<file path="src/design/liu_pkg.sv">
// ----------------------------------------------------------------------------
// liu_pkg: shared definitions for the linear interpolation upsampler
// Register map, CSR bus types and the factor register layout.
// ----------------------------------------------------------------------------
`default_nettype none

package liu_pkg;

   localparam int CSR_DATA_WIDTH = 32;
   localparam int CSR_ADDR_WIDTH = 1;

   typedef logic [CSR_DATA_WIDTH-1:0] csr_data_type;
   typedef logic [CSR_ADDR_WIDTH-1:0] csr_addr_type;

   // byte address of the factor register
   localparam csr_addr_type CSR_FACTOR_ADDR = '0;

   localparam int FACTOR_WIDTH = 6;

   typedef logic [FACTOR_WIDTH-1:0] factor_type;

   localparam factor_type FACTOR_RESET = 6'd1;

endpackage : liu_pkg

`default_nettype wire

</file>
<file path="src/design/linear_interp_upsampler.sv">
// ----------------------------------------------------------------------------
// linear_interp_upsampler: one-channel linear interpolation upsampler
// Emits factor samples per input sample after the first, interpolated
// between previous and current input, with an extrapolated tail at signal end.
// ----------------------------------------------------------------------------
// Usage:
//   req_*  : input samples. A transaction completes when req_valid is high
//            and req_stall is low. req_stall is high while an item is being
//            worked on.
//   rsp_*  : output samples, one transaction per interpolated sample, held in
//            an output register that the receiver drains via rsp_stall.
//   psel.. : APB-style CSR port, factor register at byte address 0.
//            Write only while the block is idle.
// Operation, with D the effective factor (1..MAX_FACTOR):
//   first sample of a signal: stored, no output (alone, a flat run of D).
//   other samples: accepted, then divided in the restoring
//   divider (|diff| / D, one quotient bit per cycle), then D
//   output samples, or 2*D on end of signal.
// Reset: synchronous, clears state, factor returns to 1, no pending output.
// Receiver stall: the output register holds its sample and the sequencer
// waits; nothing is dropped. A new input is taken while the final output of
// the previous one still waits.
// ----------------------------------------------------------------------------
`default_nettype none

module linear_interp_upsampler #(
   parameter int MAX_FACTOR   = 32,
   parameter int SAMPLE_WIDTH = 16
) (
   input  wire                              clock,
   input  wire                              reset,
   // input channel
   input  wire                              req_valid,
   output logic                             req_stall,
   input  wire  signed [SAMPLE_WIDTH-1:0]   req_in_sample,
   input  wire                              req_end_of_signal,
   // output channel
   output logic                             rsp_valid,
   input  wire                              rsp_stall,
   output logic signed [SAMPLE_WIDTH-1:0]   rsp_out_sample,
   output logic                             rsp_run_last,
   output logic                             rsp_signal_last,
   // CSR port
   input  wire                              psel,
   input  wire                              penable,
   input  wire                              pwrite,
   input  wire  liu_pkg::csr_addr_type      paddr,
   input  wire  liu_pkg::csr_data_type      pwdata,
   output liu_pkg::csr_data_type            prdata,
   output logic                             pready
);

   import liu_pkg::*;

   localparam int SW = SAMPLE_WIDTH;
   localparam int DW = SAMPLE_WIDTH + 1;         // |diff| and quotient
   localparam int OW = SAMPLE_WIDTH + 2;         // unsaturated sum
   localparam int FW = $clog2(MAX_FACTOR + 1);   // effective factor
   localparam int RW = $clog2(4 * MAX_FACTOR);   // rounding remainder
   localparam int CW = $clog2(DW + 1);           // divider step count

   typedef enum logic [1:0] {
      ST_IDLE,
      ST_DIV,
      ST_EMIT
   } state_type;

   state_type                state_ff, state_in;
   factor_type               factor_ff, factor_in;
   logic signed [SW-1:0]     prev_ff, prev_in;
   logic                     have_prev_ff, have_prev_in;
   logic signed [SW-1:0]     base_ff, base_in;   // start of current segment
   logic signed [SW-1:0]     next_ff, next_in;   // base of extrapolated tail
   logic                     neg_ff, neg_in;
   logic                     eos_ff, eos_in;
   logic                     seg2_ff, seg2_in;   // tail segment still to go
   logic [DW-1:0]            dq_ff, dq_in;       // dividend in, quotient out
   logic [FW-1:0]            rem_ff, rem_in;
   logic [CW-1:0]            cnt_ff, cnt_in;
   logic [DW-1:0]            q_ff, q_in;         // round(|diff|*j/D)
   logic [RW-1:0]            r_ff, r_in;
   logic [FW-1:0]            j_ff, j_in;
   logic                     rsp_valid_ff, rsp_valid_in;
   logic signed [SW-1:0]     rsp_sample_ff, rsp_sample_in;
   logic                     rsp_run_last_ff, rsp_run_last_in;
   logic                     rsp_signal_last_ff, rsp_signal_last_in;

   logic                     req_accept;
   logic                     out_free;
   logic                     csr_write;
   logic [FW-1:0]            d_eff;
   logic signed [DW-1:0]     diff_w;
   logic [DW-1:0]            abs_diff;
   logic [FW:0]              trial;
   logic [FW:0]              trial_sub;
   logic                     trial_ge;
   logic [RW-1:0]            r_sum;
   logic [RW-1:0]            two_d;
   logic                     r_wrap;
   logic [OW-1:0]            base_ext;
   logic [OW-1:0]            q_ext;
   logic [OW-1:0]            value;
   logic signed [SW-1:0]     value_sat;
   logic                     last_j;

   assign req_stall  = (state_ff != ST_IDLE);
   assign req_accept = req_valid && !req_stall;
   assign out_free   = !rsp_valid_ff || !rsp_stall;

   assign rsp_valid       = rsp_valid_ff;
   assign rsp_out_sample  = rsp_sample_ff;
   assign rsp_run_last    = rsp_run_last_ff;
   assign rsp_signal_last = rsp_signal_last_ff;

   // CSR access, no wait states
   assign pready    = 1'b1;
   assign csr_write = psel && penable && pwrite;
   assign prdata    = (paddr == CSR_FACTOR_ADDR) ?
                      CSR_DATA_WIDTH'(factor_ff) : '0;

   // zero means 1, anything above the maximum is clamped
   always_comb begin
      if (factor_ff == '0) begin
         d_eff = FW'(1);
      end else if (factor_ff > FACTOR_WIDTH'(MAX_FACTOR)) begin
         d_eff = FW'(MAX_FACTOR);
      end else begin
         d_eff = factor_ff[FW-1:0];
      end
   end

   assign diff_w   = {req_in_sample[SW-1], req_in_sample} - {prev_ff[SW-1], prev_ff};
   assign abs_diff = diff_w[DW-1] ? DW'(-diff_w) : DW'(diff_w);

   // restoring divider step: one quotient bit per cycle
   assign trial     = {rem_ff, dq_ff[DW-1]};
   assign trial_sub = trial - {1'b0, d_eff};
   assign trial_ge  = (trial >= {1'b0, d_eff});

   // rounding tracker: numerator 2*|diff|*j + D kept as q*2D + r
   assign r_sum  = r_ff + RW'({rem_ff, 1'b0});
   assign two_d  = RW'({d_eff, 1'b0});
   assign r_wrap = (r_sum >= two_d);

   // output value with saturation
   assign base_ext = {{2{base_ff[SW-1]}}, base_ff};
   assign q_ext    = {1'b0, q_ff};
   assign value    = neg_ff ? (base_ext - q_ext) : (base_ext + q_ext);

   always_comb begin
      if ((value[OW-1] != value[OW-2]) || (value[OW-2] != value[OW-3])) begin
         value_sat = value[OW-1] ? {1'b1, {(SW-1){1'b0}}} : {1'b0, {(SW-1){1'b1}}};
      end else begin
         value_sat = value[SW-1:0];
      end
   end

   assign last_j = (j_ff == d_eff - FW'(1));

   always_comb begin
      state_in           = state_ff;
      factor_in          = factor_ff;
      prev_in            = prev_ff;
      have_prev_in       = have_prev_ff;
      base_in            = base_ff;
      next_in            = next_ff;
      neg_in             = neg_ff;
      eos_in             = eos_ff;
      seg2_in            = seg2_ff;
      dq_in              = dq_ff;
      rem_in             = rem_ff;
      cnt_in             = cnt_ff;
      q_in               = q_ff;
      r_in               = r_ff;
      j_in               = j_ff;
      rsp_valid_in       = rsp_valid_ff && rsp_stall;
      rsp_sample_in      = rsp_sample_ff;
      rsp_run_last_in    = rsp_run_last_ff;
      rsp_signal_last_in = rsp_signal_last_ff;

      if (csr_write && (paddr == CSR_FACTOR_ADDR)) begin
         factor_in = pwdata[FACTOR_WIDTH-1:0];
      end

      case (state_ff)
         ST_IDLE: begin
            if (req_accept) begin
               // end of signal clears the history right away
               prev_in      = req_end_of_signal ? '0 : req_in_sample;
               have_prev_in = !req_end_of_signal;
               eos_in       = req_end_of_signal;
               rem_in       = '0;
               cnt_in       = '0;
               q_in         = '0;
               r_in         = RW'(d_eff);
               j_in         = '0;
               if (have_prev_ff) begin
                  base_in  = prev_ff;
                  next_in  = req_in_sample;
                  neg_in   = diff_w[DW-1];
                  dq_in    = abs_diff;
                  seg2_in  = req_end_of_signal;
                  state_in = ST_DIV;
               end else if (req_end_of_signal) begin
                  // one-sample signal: flat run of the sample itself
                  base_in  = req_in_sample;
                  next_in  = req_in_sample;
                  neg_in   = 1'b0;
                  dq_in    = '0;
                  seg2_in  = 1'b0;
                  state_in = ST_DIV;
               end
            end
         end

         ST_DIV: begin
            rem_in = trial_ge ? trial_sub[FW-1:0] : trial[FW-1:0];
            dq_in  = {dq_ff[DW-2:0], trial_ge};
            cnt_in = cnt_ff + CW'(1);
            if (cnt_ff == CW'(DW - 1)) begin
               state_in = ST_EMIT;
            end
         end

         ST_EMIT: begin
            if (out_free) begin
               rsp_valid_in       = 1'b1;
               rsp_sample_in      = value_sat;
               rsp_run_last_in    = last_j && !seg2_ff;
               rsp_signal_last_in = last_j && !seg2_ff && eos_ff;
               q_in = q_ff + dq_ff + DW'(r_wrap);
               r_in = r_wrap ? (r_sum - two_d) : r_sum;
               j_in = j_ff + FW'(1);
               if (last_j) begin
                  if (seg2_ff) begin
                     // extrapolated tail from the new sample, same slope
                     seg2_in = 1'b0;
                     base_in = next_ff;
                     q_in    = '0;
                     r_in    = RW'(d_eff);
                     j_in    = '0;
                  end else begin
                     state_in = ST_IDLE;
                  end
               end
            end
         end

         default: begin
            state_in = ST_IDLE;
         end
      endcase
   end

   always_ff @(posedge clock) begin
      if (reset) begin
         state_ff     <= ST_IDLE;
         factor_ff    <= FACTOR_RESET;
         prev_ff      <= '0;
         have_prev_ff <= 1'b0;
         rsp_valid_ff <= 1'b0;
      end else begin
         state_ff     <= state_in;
         factor_ff    <= factor_in;
         prev_ff      <= prev_in;
         have_prev_ff <= have_prev_in;
         rsp_valid_ff <= rsp_valid_in;
      end
      base_ff            <= base_in;
      next_ff            <= next_in;
      neg_ff             <= neg_in;
      eos_ff             <= eos_in;
      seg2_ff            <= seg2_in;
      dq_ff              <= dq_in;
      rem_ff             <= rem_in;
      cnt_ff             <= cnt_in;
      q_ff               <= q_in;
      r_ff               <= r_in;
      j_ff               <= j_in;
      rsp_sample_ff      <= rsp_sample_in;
      rsp_run_last_ff    <= rsp_run_last_in;
      rsp_signal_last_ff <= rsp_signal_last_in;
   end

endmodule : linear_interp_upsampler

`default_nettype wire
</file>
<file path="config.mk">
export PLATFORM = sky130hd
export DESIGN_NAME = linear_interp_upsampler
export DESIGN_NICKNAME = d
export VERILOG_FILES = /design/src/design/liu_pkg.sv /design/src/design/linear_interp_upsampler.sv
export SDC_FILE = /design/constraint.sdc
export NUM_CORES = 1
export LEC_CHECK = 0
export ABC_AREA = 0
export BUFFER_PORTS_ARGS = -buffer_cell sky130_fd_sc_hd__buf_2
export CAP_MARGIN = 5
export CORE_MARGIN = 3
export CORE_UTILIZATION = 50
export CTS_BUF_LIST = sky130_fd_sc_hd__clkbuf_4 sky130_fd_sc_hd__clkbuf_8 sky130_fd_sc_hd__clkbuf_16
export DETAILED_ROUTE_END_ITERATION = 10
export GPL_TIMING_DRIVEN = 0
export PLACE_DENSITY_LB_ADDON = 0.12
export RECOVER_POWER = 25
export SLEW_MARGIN = 20
export SYNTH_ARGS = -nofsm -noshare
export SYNTH_HDL_FRONTEND = slang
export SYNTH_SLANG_ARGS = --single-unit
export TNS_END_PERCENT = 20
</file>
<file path="constraint.sdc">
create_clock -name clock -period 6.7 [get_ports clock]
set_input_delay 1.005 -clock clock [delete_from_list [all_inputs] [get_ports clock]]
set_output_delay 1.005 -clock clock [all_outputs]
set_load 0.05 [all_outputs]
</file>
==> Word-level counts from Yosys, hierarchy flattened <==
Cells that the tools add are included.
{ "totals": {"reg_bits": 137, "output_inout_bits": 53, "elab_cells": 134, "input_bits": 57} }
{ "op_classes": {"n_reduce_logical": 29, "addsub": 12, "n_mux": 57, "magnitude_cmp": 3, "n_eq_ne": 13, "n_bitwise": 1} }
{ "ops": {"columns": ["cell", "count"], "rows": [
  ["16-bit two-way mux", 10],
  ["17-bit two-way mux", 8],
  ["17-bit case mux with 2 select lines", 2],
  ["6-bit two-way mux", 8],
  ["7-bit two-way mux", 5],
  ["16-bit case mux with 2 select lines", 1],
  ["6-bit case mux with 2 select lines", 2],
  ["18-bit by 17-bit adder with 18-bit output", 1],
  ["18-bit two-way mux", 1],
  ["18-bit by 17-bit subtractor with 18-bit output", 1],
  ["17-bit by 1-bit adder with 17-bit output", 1],
  ["17-bit adder", 1],
  ["17-bit negator", 1],
  ["16-bit by 16-bit subtractor with 17-bit output", 1],
  ["2-bit two-way mux", 7],
  ["7-bit case mux with 2 select lines", 1],
  ["2-bit inequality test (second input constant)", 6],
  ["6-bit AND reduction", 2],
  ["5-bit case mux with 2 select lines", 1],
  ["3-bit AND reduction", 3],
  ["1-bit two-way mux", 8],
  ["2-bit nonzero test", 4],
  ["7-bit adder", 1],
  ["7-bit by 6-bit >= comparator with 1-bit output", 1],
  ["24 further kinds", 38]
]} }

==> Longest topological paths before layout <==
Gate-level depths: netlist of the first run.
{ "depth": {"word_depth": 9, "depth_mapped": 21, "depth_no_buf": 21} }

==> Least setup slack after synthesis of the first run <==
OpenSTA, ideal clock, no wires.
{ "synth_timing": {"path_kind": "register to register", "from": "reg rem_ff[0]", "to": "reg q_ff[16], data pin", "slack_ns": 1.850, "period_less_slack_ns": 4.850, "t_arrival_ns": 4.584, "stages_incl_launch_ff": 21, "n_path_buf": 0, "required_time_ns": 6.434, "setup_time_ns": 0.266, "cell_sequence": "edfxtp_1 > ha_1 > fa_1 > inv_1 > fa_1 > o21ai_0 > a21oi_1 > o21a_1 > o21ai_1 > inv_1 > fa_1 > fa_1 > nor2b_1 > o21ai_0 > a211oi_1 > o21ai_0 > a21oi_1 > a211oi_1 > o2bb2ai_1 > xnor2_1 > nor2_1"} }
{ "synth_via": {"elab_chain_cells": 7} }
{ "synth_lines": {"columns": ["element", "line", "rtl"], "rows": [
  ["start, declared", "linear_interp_upsampler.sv:78", "logic [FW-1:0] rem_ff, rem_in;"],
  ["start signal, assigned", "linear_interp_upsampler.sv:275", "rem_ff <= rem_in;"],
  ["7-bit adder (*)", "linear_interp_upsampler.sv:141", "assign r_sum = r_ff + RW'({rem_ff, 1'b0});"],
  ["7-bit >= comparator (*)", "linear_interp_upsampler.sv:143", "assign r_wrap = (r_sum >= two_d);"],
  ["17-bit by 1-bit adder with 17-bit output (*)", "linear_interp_upsampler.sv:231", "q_in = q_ff + dq_ff + DW'(r_wrap);"],
  ["17-bit two-way mux", "linear_interp_upsampler.sv:235", "if (seg2_ff) begin"],
  ["17-bit two-way mux (*)", "linear_interp_upsampler.sv:234", "if (last_j) begin"],
  ["17-bit two-way mux (*)", "linear_interp_upsampler.sv:226", "if (out_free) begin"],
  ["17-bit case mux with 2 select lines (*)", "linear_interp_upsampler.sv:185", "case (state_ff)"],
  ["end signal, assigned", "linear_interp_upsampler.sv:277", "q_ff <= q_in;"],
  ["end, declared", "linear_interp_upsampler.sv:80", "logic [DW-1:0] q_ff, q_in;"]
]} }
Mark *: on every way between the ends. The rest lies on a longest branch, timed or not. The select of a mux whose other input is x is not followed.
A chain may end at the register's enable or synchronous reset.

==> Final worst setup path of the first run <==
{ "layout_timing": {"from": "reg factor_ff[5]", "to": "reg q_ff[16], data pin"} }
{ "layout_via": {"elab_chain_cells": 9, "elab_cells_between_ends": 12, "cone_classes": "2 x add/sub; 2 x order compare; 1 x eq/ne; 6 x mux; 1 x reduce/logical"} }
{ "layout_lines": {"columns": ["element", "line", "rtl"], "rows": [
  ["start, declared", "linear_interp_upsampler.sv:69", "factor_type factor_ff, factor_in;"],
  ["start signal, assigned", "linear_interp_upsampler.sv:264", "factor_ff <= factor_in;"],
  ["6-bit > comparator", "linear_interp_upsampler.sv:125", "end else if (factor_ff > FACTOR_WIDTH'(MAX_FACTOR)) begin"],
  ["6-bit two-way mux", "linear_interp_upsampler.sv:125", null],
  ["6-bit two-way mux (*)", "linear_interp_upsampler.sv:123", "if (factor_ff == '0) begin"],
  ["7-bit >= comparator", "linear_interp_upsampler.sv:143", null],
  ["17-bit by 1-bit adder with 17-bit output", "linear_interp_upsampler.sv:231", null],
  ["17-bit two-way mux", "linear_interp_upsampler.sv:235", null],
  ["17-bit two-way mux (*)", "linear_interp_upsampler.sv:234", null],
  ["17-bit two-way mux (*)", "linear_interp_upsampler.sv:226", null],
  ["17-bit case mux with 2 select lines (*)", "linear_interp_upsampler.sv:185", null]
]} }
Marks and branches as above.

==> results of run 1 <==
[how the worst max path moves through the flow]
stage	slack, ns	cells past startpoint	endpoint	startpoint
after global routing	0.42	21	q_ff[16]$_SDFFCE_PN0P_	factor_ff[5]$_SDFFE_PP0P_
after detailed placement	1.01	21	q_ff[16]$_SDFFCE_PN0P_	factor_ff[5]$_SDFFE_PP0P_
after global placement	1.03	21	q_ff[16]$_SDFFCE_PN0P_	factor_ff[5]$_SDFFE_PP0P_
after CTS	0.98	21	q_ff[16]$_SDFFCE_PN0P_	factor_ff[5]$_SDFFE_PP0P_
after floorplan	1.85	20	q_ff[16]$_SDFFCE_PN0P_	rem_ff[0]$_SDFFCE_PN0P_
final	0.94	21	q_ff[16]$_SDFFCE_PN0P_	factor_ff[5]$_SDFFE_PP0P_
[final cells by class]
type                    count  area, sq um
plain buffers              60        336.6
clock buffers              19        440.4
clock inverters            13        130.1
fillers                  1678         7591
inverters                  57        214.0
multi-input cells         804         5278
flip-flops and latches    137         3854
well taps                 229        286.5
repair buffers             58        262.8
[state kept, by name (all words and copies together), names as in the netlist, 7 cells and up]
name,count
prev_ff,16
dq_ff,17
r_ff,7
q_ff,17
base_ff,16
next_ff,16
rsp_out_sample,16
[metal layers]
layer	vias up	share of wire, %	track usage, %
li1	3815	-	-
met1	3362	49	29.34
met2	137	46	34.65
met3	19	3.7	3.836
met4	0	1.2	5.351
met5	-	0	0
[kinds of logic (layout without fill, tap and decap cells)]
family | count (synthesis) | after routing
and+or+nand+nor | 345 | 345
AOI/OAI and AO/OA | 234 | 234
DFF | 137 | 137
buffers and inverters | 117 | 207
xor gates and xnor gates | 93 | 93
adders and majority gates | 78 | 78
muxes | 27 | 27
other | 2 | 27
[through the flow]
step	hold WS (ns)	instances
5_1_grt	0.5345	1377
3_5_place_dp	0.4875	1345
4_1_cts	0.5005	1377
3_3_place_gp	0.4750	1342
6_report	0.5037	1377
2_1_floorplan	0.4508	1058
[Yosys cell counts, drive strengths merged, types with 3 or more instances]
cell type  count  area [sq um]
a21oi         81         409.1
and3           7         43.79
nand2         78         292.8
o31ai          8         65.06
nand4b         3         26.28
dfxtp         26         520.5
buf           32         231.5
fa             7         140.1
inv           57         214.0
a31oi          8         50.05
xnor2         59         516.8
nor4           5         31.28
a21o          16         120.1
nand3         19         95.09
nor2b         21         131.4
nand2b        22         145.1
edfxtp       111          3333
nand4          4         25.02
mux2i         26         260.3
nor2         124         465.5
a211oi        13         97.59
ha            70         875.8
o21a           5         37.54
and2           4         25.02
nor3b         20         150.1
or3            4         25.02
o21ai         76         380.4
xor2          34         297.8
clkbuf        28         105.1
nor3          26         141.4
o211ai         6         45.04
[power breakdown]
group / switching, mW / internal (mW) / leakage [nW]
logic: 0.544 / 0.355 / 2.68
registers: 0.0502 / 1.02 / 1.29
clock network: 0.359 / 0.552 / 0.279
[layout by cell type (no fill, tap or decap), types with 4 or more instances in the layout]
| master | n |
|---|---|
| a21o_1 | 16 |
| o31ai_1 | 7 |
| nand4_1 | 4 |
| nor4_1 | 5 |
| nand3_1 | 19 |
| xnor2_1 | 59 |
| conb_1 | 27 |
| inv_1 | 56 |
| a31oi_1 | 8 |
| mux2i_1 | 26 |
| o21ai_0 | 72 |
| o21a_1 | 5 |
| nor2_1 | 123 |
| or3_1 | 4 |
| nor3_1 | 24 |
| edfxtp_1 | 111 |
| nor3b_1 | 20 |
| a211oi_1 | 13 |
| clkbuf_16 | 17 |
| o211ai_1 | 6 |
| clkinv_2 | 6 |
| buf_2 | 23 |
| xor2_1 | 34 |
| buf_4 | 28 |
| clkbuf_1 | 63 |
| nand2_1 | 78 |
| fa_1 | 7 |
| a21oi_1 | 79 |
| ha_1 | 70 |
| o21ai_1 | 4 |
| dfxtp_1 | 26 |
| nand2b_1 | 21 |
| nor2b_1 | 21 |
| and3_1 | 7 |
[worst max-delay path, cell delays in order, from the launching register on]
cell and delay, ns:
dfxtp_1 0.45, inv_1 0.19, o21ai_1 0.33, inv_1 0.16, ha_1 0.26, fa_1 0.42
o21ai_0 0.20, a21oi_1 0.14, o21a_1 0.13, o21ai_1 0.53, inv_1 0.27, fa_1 0.47
fa_1 0.39, nor2b_1 0.17, o21ai_0 0.16, a211oi_1 0.31, o21ai_0 0.20, a21oi_1 0.23
a211oi_1 0.14, o2bb2ai_1 0.16, xnor2_1 0.15, nor2_1 0.05
==> results.tsv, run 1 <==
metric	value	unit
design_area	10800	sq um
cts_inserted_buffers	17	
min_path_type	flip-flop to flip-flop	
die-area	20850	sq um
r2r-start	factor_ff[5]$_SDFFE_PP0P_	
cts_tree	built	
async_reset_ff_share	0	%
syn_inst	1033	
post_cts_buffers	0	
vias	7333	
antenna_found_initial	0	
holdBufCountCts	0	
finalPower	2.881	mW
synth_xor_area_share	8.505	%
clk_pin_slew	0.06	ns
ant_nets	0	
grt_pass1_vias	6960	
cts.sinks	137	
required	6.85	ns
worst_pin_slew	2.036	ns
dp_slack	1.007	ns
violations	max-capacitance violations, max-slew violations	
powerDensity	266.7	nW/um^2
coreArea	18390	sq um
wl_per_cell	15.50	microns
dr.pass1.iters	5	
gr-total-overflow	0	
maxCapViolCount	1	
place_hpwl	16750	microns
cts-root-buf	clkbuf_16	
seq_area_frac_synth	40.24	%
min-delay-start	factor_ff[0]$_SDFFE_PP1P_	
min_path_cells	1	
reg2reg_depth	21	
fp.dieH	144.4	microns
diodes	0	
finalMaxSlewViolations	20	
io_buffers	55	
max-clock-path-buffers	2	
ys_warn_count	0	
area_growth	12.79	%
io_pins	110	
critPathCaptureType	flip-flop	
syn_area	9577	sq um
start_util	52.07	%
synthAdderAreaFrac	10.71	%
place_congestion	0.8789	
synth_top_family_by_area	simple AND/OR/NAND/NOR gates	
synth_edf_count	111	
totalWireLength	21350	microns
setup-violations-final	0	
placedInstanceArea	10280	sq um
die_x	144.4	microns
r2r_slack	0.94	ns
r2r_end	q_ff[16]$_SDFFCE_PN0P_	
vdd_drop_max	0.1908	mV
yosys_most_used_dff	edfxtp_1	
muxShareOfSynthArea	2.835	%
drive_above_1_share	8.537	%
synth_compound_area_share	14.45	%
critPathMaxFanout	10	
p_leak	4.248	nW
grt_max_degree	30	
skew	0.01166	ns
synth-seq-cells	137	
htreeDepth	4	
cts_resized	0	
yosys.area_share.simple	17.43	%
viasPerCell	5.325	
min_period	5.763	ns
post-route-util	58.73	%
outcome	finished with violations	
setup_tns	0	ns
first_iter_violations	420	
gr-usage-all-layers	21.21	%
row_count	49	
fin_crit_sh	86.02	%
worstSetupStartpointType	flip-flop	
yosysUniqueCellTypes	64	
final-hold-violation-count	0	
path_class	flip-flop to flip-flop	
insertion_delay	0.43	ns
grt_pass1_wl	34760	microns
drc	0	
synth_area_per_cell	9.271	sq um
maxSlewHeadroom	-35.72	%
rsz0062_at_grt	no	
fmax	0.1735	GHz
timing.final.ws_setup	0.9366	ns
final_nets	1269	
cp.arrival	5.91	ns
hold_path_end	factor_ff[0]$_SDFFE_PP1P_	
(Power assumes the default switching activity.)
==> inputs of run 2 (changes only) <==
==> constraint.sdc (replaced) <==
create_clock -name clock -period 6.7 [get_ports clock]
set_input_delay 1.005 -clock clock [delete_from_list [all_inputs] [get_ports clock]]
set_output_delay 1.005 -clock clock [all_outputs]
set_load 0.005 [all_outputs]
==> run 2 against run 1 <==
Compared with the run above:
- the run still ends with max-capacitance violations, max-slew violations left
- combinational power fell by 4.4%
- worst setup slack got worse by 0.0017 ns
- cell area about the same
- sequential cell count unchanged
- routed wire length about the same
- clock skew about the same
- final cell count stayed put
- critical endpoint unchanged
- via count is essentially flat
- largest power group unchanged
- fmax barely moved
- total power down 1.4%
- utilization hardly changed
- clock power about the same
==> results.tsv, run 2 (synthesized netlist as in run 1, its figures left out) <==
metric	value	unit	change
critPathMaxFanout	10		unchanged
cts.sinks	137		unchanged
setup_tns	0	ns	unchanged
worstSetupStartpointType	flip-flop		
post_cts_buffers	0		unchanged
cts-root-buf	clkbuf_16		
fmax	0.1735	GHz	about the same
drive_above_1_share	8.972	%	+0.44 points
timing.final.ws_setup	0.9350	ns	-0.001670 ns
p_leak	4.260	nW	+0.27%
maxCapViolCount	1		unchanged
vdd_drop_max	0.1908	mV	about the same
finalPower	2.841	mW	-1.4%
gr-total-overflow	0		unchanged
setup-violations-final	0		unchanged
ant_nets	0		unchanged
instances_no_fill	1377		unchanged
min-delay-start	factor_ff[0]$_SDFFE_PP1P_		
crit_path_cell_trace	inv_1 -> o21ai_1 -> inv_1 -> ha_1 -> fa_1 -> o21ai_0 -> a21oi_1 -> o21a_1 -> o21ai_1 -> inv_1 -> fa_1 -> fa_1 -> nor2b_1 -> o21ai_0 -> a211oi_1 -> o21ai_0 -> a21oi_1 -> a211oi_1 -> o2bb2ai_1 -> xnor2_1 -> nor2_1		
io_pins	110		unchanged
gr-usage-all-layers	21.21	%	unchanged
critPathCaptureType	flip-flop		
whs	0.5037	ns	-0.000001000 ns
min_path_type	flip-flop to flip-flop		
cp-startpoint	factor_ff[5]$_SDFFE_PP0P_		
die-area	20850	sq um	unchanged
skew	0.01166	ns	+0.000002500 ns
wl_per_cell	15.51	microns	about the same
min_period	5.765	ns	+0.001670 ns
grt_pass1_wl	34760	microns	unchanged
diodes	0		unchanged
path_class	flip-flop to flip-flop		
fill_cells	1679		+0.060%
final_common_cell	nor2_1		
grt_pass1_vias	6960		unchanged
violations	max-capacitance violations, max-slew violations		
place_congestion	0.8789		unchanged
dr.pass1.iters	5		unchanged
fp.dieH	144.4	microns	unchanged
grt_max_degree	30		unchanged
placedCellCount	1345		unchanged
place_hpwl	16750	microns	unchanged
antenna_found_initial	0		unchanged
r2r-start	factor_ff[5]$_SDFFE_PP0P_		
powerDensity	262.9	nW/um^2	-1.4%
final-hold-violation-count	0		unchanged
viasPerCell	5.327		about the same
final_cell_mix	123 x nor2_1, 111 x edfxtp_1, 79 x a21oi_1		
clk_pin_slew	0.06	ns	about the same
first_iter_violations	420		unchanged
holdBufCountCts	0		unchanged
htreeDepth	4		unchanged
totalWireLength	21360	microns	about the same
worst_pin_slew	2.036	ns	+0.0002694 ns
dp_slack	1.007	ns	unchanged
insertion_delay	0.43	ns	about the same
outcome	finished with violations		
area_growth	12.86	%	about the same
start_util	52.07	%	unchanged
max-clock-path-buffers	2		unchanged
slowest_stage	o21ai_1		
maxSlewHeadroom	-35.74	%	about the same
biggestRegsByFlops	dq_ff (17), q_ff (17)		
cts_resized	0		unchanged
cts_inserted_buffers	17		unchanged
fin_crit_sh	86.05	%	about the same
final_nets	1269		unchanged
cts_tree	built		
row_count	49		unchanged
io_buffers	55		unchanged
drc	0		unchanged
required	6.85	ns	about the same
cp_slowest_stage_delay	0.53	ns	about the same
die_x	144.4	microns	unchanged
coreArea	18390	sq um	unchanged
vias	7335		+0.027%
finalMaxSlewViolations	20		unchanged
cp.arrival	5.92	ns	about the same
rsz0062_at_grt	no		
==> run 2: changes by cell type in the layout (fill, tap and decap cells not counted) <==
cell / before / now
buf_2: 23 / 28
clkbuf_1: 63 / 58
==> run 2: through the flow <==
| stage | area, sq um | utilization, % |
|---|---|---|
| after floorplan | 9671 | - |
| after global placement | 10230 | 55.63 |
| after detailed placement | 10280 | 55.92 |
| after CTS | 10860 | 59.02 |
| after global routing | 10810 | 58.76 |
| final | 10810 | 58.76 |
==> run 2: routing by layer <==
layer | track usage, % | share of wire [%] | vias up
met4 | 5.351 | 1.2 | 0
met1 | 29.34 | 49 | 3365
li1 | - | - | 3814
met3 | 3.836 | 3.6 | 19
met2 | 34.65 | 46 | 137
met5 | 0 | 0 | -
==> run 2: worst paths after layout <==
kind                               endpoint  slack (ns)  cells past startpoint
setup reg to reg     q_ff[16]$_SDFFCE_PN0P_        0.93                     21
setup / recovery     q_ff[16]$_SDFFCE_PN0P_        0.93                     21
hold / removal    factor_ff[0]$_SDFFE_PP1P_        0.50                      1
hold reg to reg   factor_ff[0]$_SDFFE_PP1P_        0.50                      1
==> run 2: power breakdown <==
part | total [mW] | switching, mW | internal [mW]
clock | 0.911 | 0.360 | 0.552
combinational | 0.859 | 0.505 | 0.354
sequential | 1.07 | 0.0502 | 1.02
==> run 2: final cells by class <==
cell class	instances	area (sq um)	share of cell area, %
clock inverters	13	130.1	1.204
clock buffers	19	440.4	4.075
inverters	57	214.0	1.980
plain buffers	60	336.6	3.114
flip-flops and latches	137	3854	35.66
repair buffers	58	269.0	2.489
multi-input cells	804	5278	48.83
well taps	229	286.5	2.651
==> run 2: worst max-delay path: cells and delay by family, from the launching register on <==
| kind | cells | cell delay (ns) |
|---|---|---|
| flops | 1 | 0.45 |
| simple gates | 2 | 0.22 |
| compound gates | 11 | 2.53 |
| xor+xnor | 1 | 0.15 |
| buf+inv | 3 | 0.62 |
| fa+ha+maj | 4 | 1.54 |
==> inputs of run 3 (changes only) <==
--- a/config.mk
+++ b/config.mk
@@ -9,10 +9,9 @@
 export BUFFER_PORTS_ARGS = -buffer_cell sky130_fd_sc_hd__buf_2
 export CAP_MARGIN = 5
 export CORE_MARGIN = 3
-export CORE_UTILIZATION = 50
+export CORE_UTILIZATION = 60
 export CTS_BUF_LIST = sky130_fd_sc_hd__clkbuf_4 sky130_fd_sc_hd__clkbuf_8 sky130_fd_sc_hd__clkbuf_16
 export DETAILED_ROUTE_END_ITERATION = 10
-export GPL_TIMING_DRIVEN = 0
 export PLACE_DENSITY_LB_ADDON = 0.12
 export RECOVER_POWER = 25
 export SLEW_MARGIN = 20
==> run 3 against run 2 <==
Compared with the run above:
- the flow still finishes with violations (max-capacitance violations, max-slew violations)
- critical path depth is 1 lower
- clock power increased by 2.4%
- final cell count decreased by 5.3%
- count of clock-buffer cells in the layout is 3 higher
- utilization is 9.3 points higher
==> results.tsv, run 3 (synthesized netlist as in run 1, its figures left out) <==
metric	value	unit	change
outcome	finished with violations		
biggestRegsByFlops	dq_ff (17), q_ff (17)		
wl_per_cell	15.22	microns	-1.9%
path_buf_inv	2		-1
cp-startpoint	rem_ff[0]$_SDFFCE_PN0P_		
final_cell_mix	124 x nor2_1, 111 x edfxtp_1, 79 x a21oi_1		
finalPower	2.842	mW	about the same
powerDensity	270.5	nW/um^2	+2.9%
place_hpwl	14880	microns	-11%
final-hold-violation-count	0		unchanged
gr-usage-all-layers	23.38	%	+2.2 points
violations	max-capacitance violations, max-slew violations		
path_class	flip-flop to flip-flop		
cts_resized	0		unchanged
worst_pin_slew	1.976	ns	-0.06036 ns
start_util	62.08	%	+10 points
post_cts_buffers	0		unchanged
drive_above_1_share	7.960	%	-1.0 points
dr.pass1.iters	5		unchanged
die-area	17510	sq um	-16%
place_congestion	0.8323		-5.3%
min_path_type	flip-flop to flip-flop		
worstSetupStartpointType	flip-flop		
rsz0062_at_grt	no		
critPathMaxFanout	10		unchanged
required	6.84	ns	about the same
cts_tree	built		
r2r_end	q_ff[16]$_SDFFCE_PN0P_		
setup_tns	0	ns	unchanged
fmax	0.1757	GHz	+1.3%
coreArea	15430	sq um	-16%
fp.dieH	132.3	microns	-8.4%
insertion_delay	0.42	ns	about the same
viasPerCell	5.637		+5.8%
cp_common_cell	fa_1		
antenna_found_initial	0		unchanged
setup-violations-final	0		unchanged
gr-total-overflow	0		unchanged
max-clock-path-buffers	2		unchanged
clk_pin_slew	0.06	ns	about the same
skew	0.006708	ns	-0.004951 ns
drc	0		unchanged
htreeDepth	4		unchanged
io_buffers	56		+1.8%
grt_pass1_vias	6991		+0.45%
io_pins	110		unchanged
maxSlewHeadroom	-31.71	%	+4.0 points
p_leak	4.137	nW	-2.9%
finalMaxSlewViolations	54		+170%
cp.depth	20		-4.8%
fin_crit_sh	84.94	%	-1.1 points
cpLargestDelayFamily	compound AO/OA/AOI/OAI gates		
reg2reg_depth	20		-4.8%
cts-root-buf	clkbuf_16		
worst_setup_path_endpoint	q_ff[16]$_SDFFCE_PN0P_		
slowest_stage	fa_1		
r2r-start	rem_ff[0]$_SDFFCE_PN0P_		
holdBufCountCts	0		unchanged
cp_slowest_stage_delay	0.53	ns	about the same
min_period	5.691	ns	-0.07416 ns
r2r_slack	1.01	ns	+0.07 ns
cts_inserted_buffers	17		unchanged
grt_pass1_wl	33380	microns	-4.0%
cp.arrival	5.83	ns	-0.09 ns
ant_nets	0		unchanged
diodes	0		unchanged
totalWireLength	19850	microns	-7.1%
vdd_drop_max	0.2082	mV	+9.1%
post-route-util	68.11	%	+9.3 points
crit_path_cell_trace	ha_1 -> fa_1 -> inv_1 -> fa_1 -> o21ai_0 -> a21oi_1 -> o21a_1 -> o21ai_1 -> inv_1 -> fa_1 -> fa_1 -> nor2b_1 -> o21ai_0 -> a211oi_1 -> o21ai_0 -> a21oi_1 -> a211oi_1 -> o2bb2ai_1 -> xnor2_1 -> nor2_1		
maxCapViolCount	2		+1
cts.sinks	137		unchanged
final_nets	1214		-4.3%
die_x	132.3	microns	-8.4%
critPathCaptureType	flip-flop		
row_count	45		-8.2%
area_growth	9.721	%	
vias	7351		+0.22%
first_iter_violations	463		+10%
final_common_cell	nor2_1		
grt_max_degree	37		+23%
-- run 3: cell types whose count changed in the layout (fill, tap and decap cells not counted), moves of 3 or more --
| cell | previous run | this run |
|---|---|---|
| buf_2 | 28 | 37 |
| buf_4 | 28 | 6 |
| buf_6 | 3 | 0 |
| clkbuf_1 | 58 | 20 |
| inv_4 | 0 | 3 |
-- run 3: cell type report --
cell class | instances | area (sq um)
clock buffer | 22 | 510.5
clock inverter | 10 | 85.08
fill | 1253 | 4920
inverter | 57 | 214.0
multi-input combinational | 804 | 5275
sequential | 137 | 3854
tap | 211 | 264.0
timing repair buffer | 63 | 305.3
-- run 3: worst min-delay path by stage --
stage | slack, ns | end | start | depth (start not counted)
3_5_place_dp | 0.48 | factor_ff[0]$_SDFFE_PP1P_ | factor_ff[0]$_SDFFE_PP1P_ | 1
3_3_place_gp | 0.48 | factor_ff[0]$_SDFFE_PP1P_ | factor_ff[0]$_SDFFE_PP1P_ | 1
5_1_grt | 0.54 | prev_ff[1]$_SDFFE_PP0P_ | prev_ff[1]$_SDFFE_PP0P_ | 2
6_report | 0.50 | factor_ff[0]$_SDFFE_PP1P_ | factor_ff[0]$_SDFFE_PP1P_ | 1
2_1_floorplan | 0.45 | factor_ff[0]$_SDFFE_PP1P_ | factor_ff[0]$_SDFFE_PP1P_ | 1
4_1_cts | 0.50 | factor_ff[0]$_SDFFE_PP1P_ | factor_ff[0]$_SDFFE_PP1P_ | 1
-- run 3: metal layers --
metal	track usage, %	part of all wire, %
met5	0	0
met4	6.928	1.3
met3	4.237	5.0
met2	37.63	46
met1	32.55	48
-- run 3: power by group --
group | total [mW] | switching, mW | leakage (nW) | internal (mW)
sequential | 1.07 | 0.0522 | 1.29 | 1.02
combinational | 0.837 | 0.498 | 2.55 | 0.339
clock | 0.933 | 0.356 | 0.301 | 0.577
-- run 3: per-stage QoR --
stage               cells  area, sq um  setup WS, ns  hold WS, ns
floorplan            1058         9671         1.850       0.4508
global placement     1272         9942         1.162       0.4798
detailed placement   1272         9950         1.072       0.4839
CTS                  1304        10550        0.9968       0.4979
global route         1304        10510        0.5233       0.5405
finish               1304        10510         1.009       0.4954
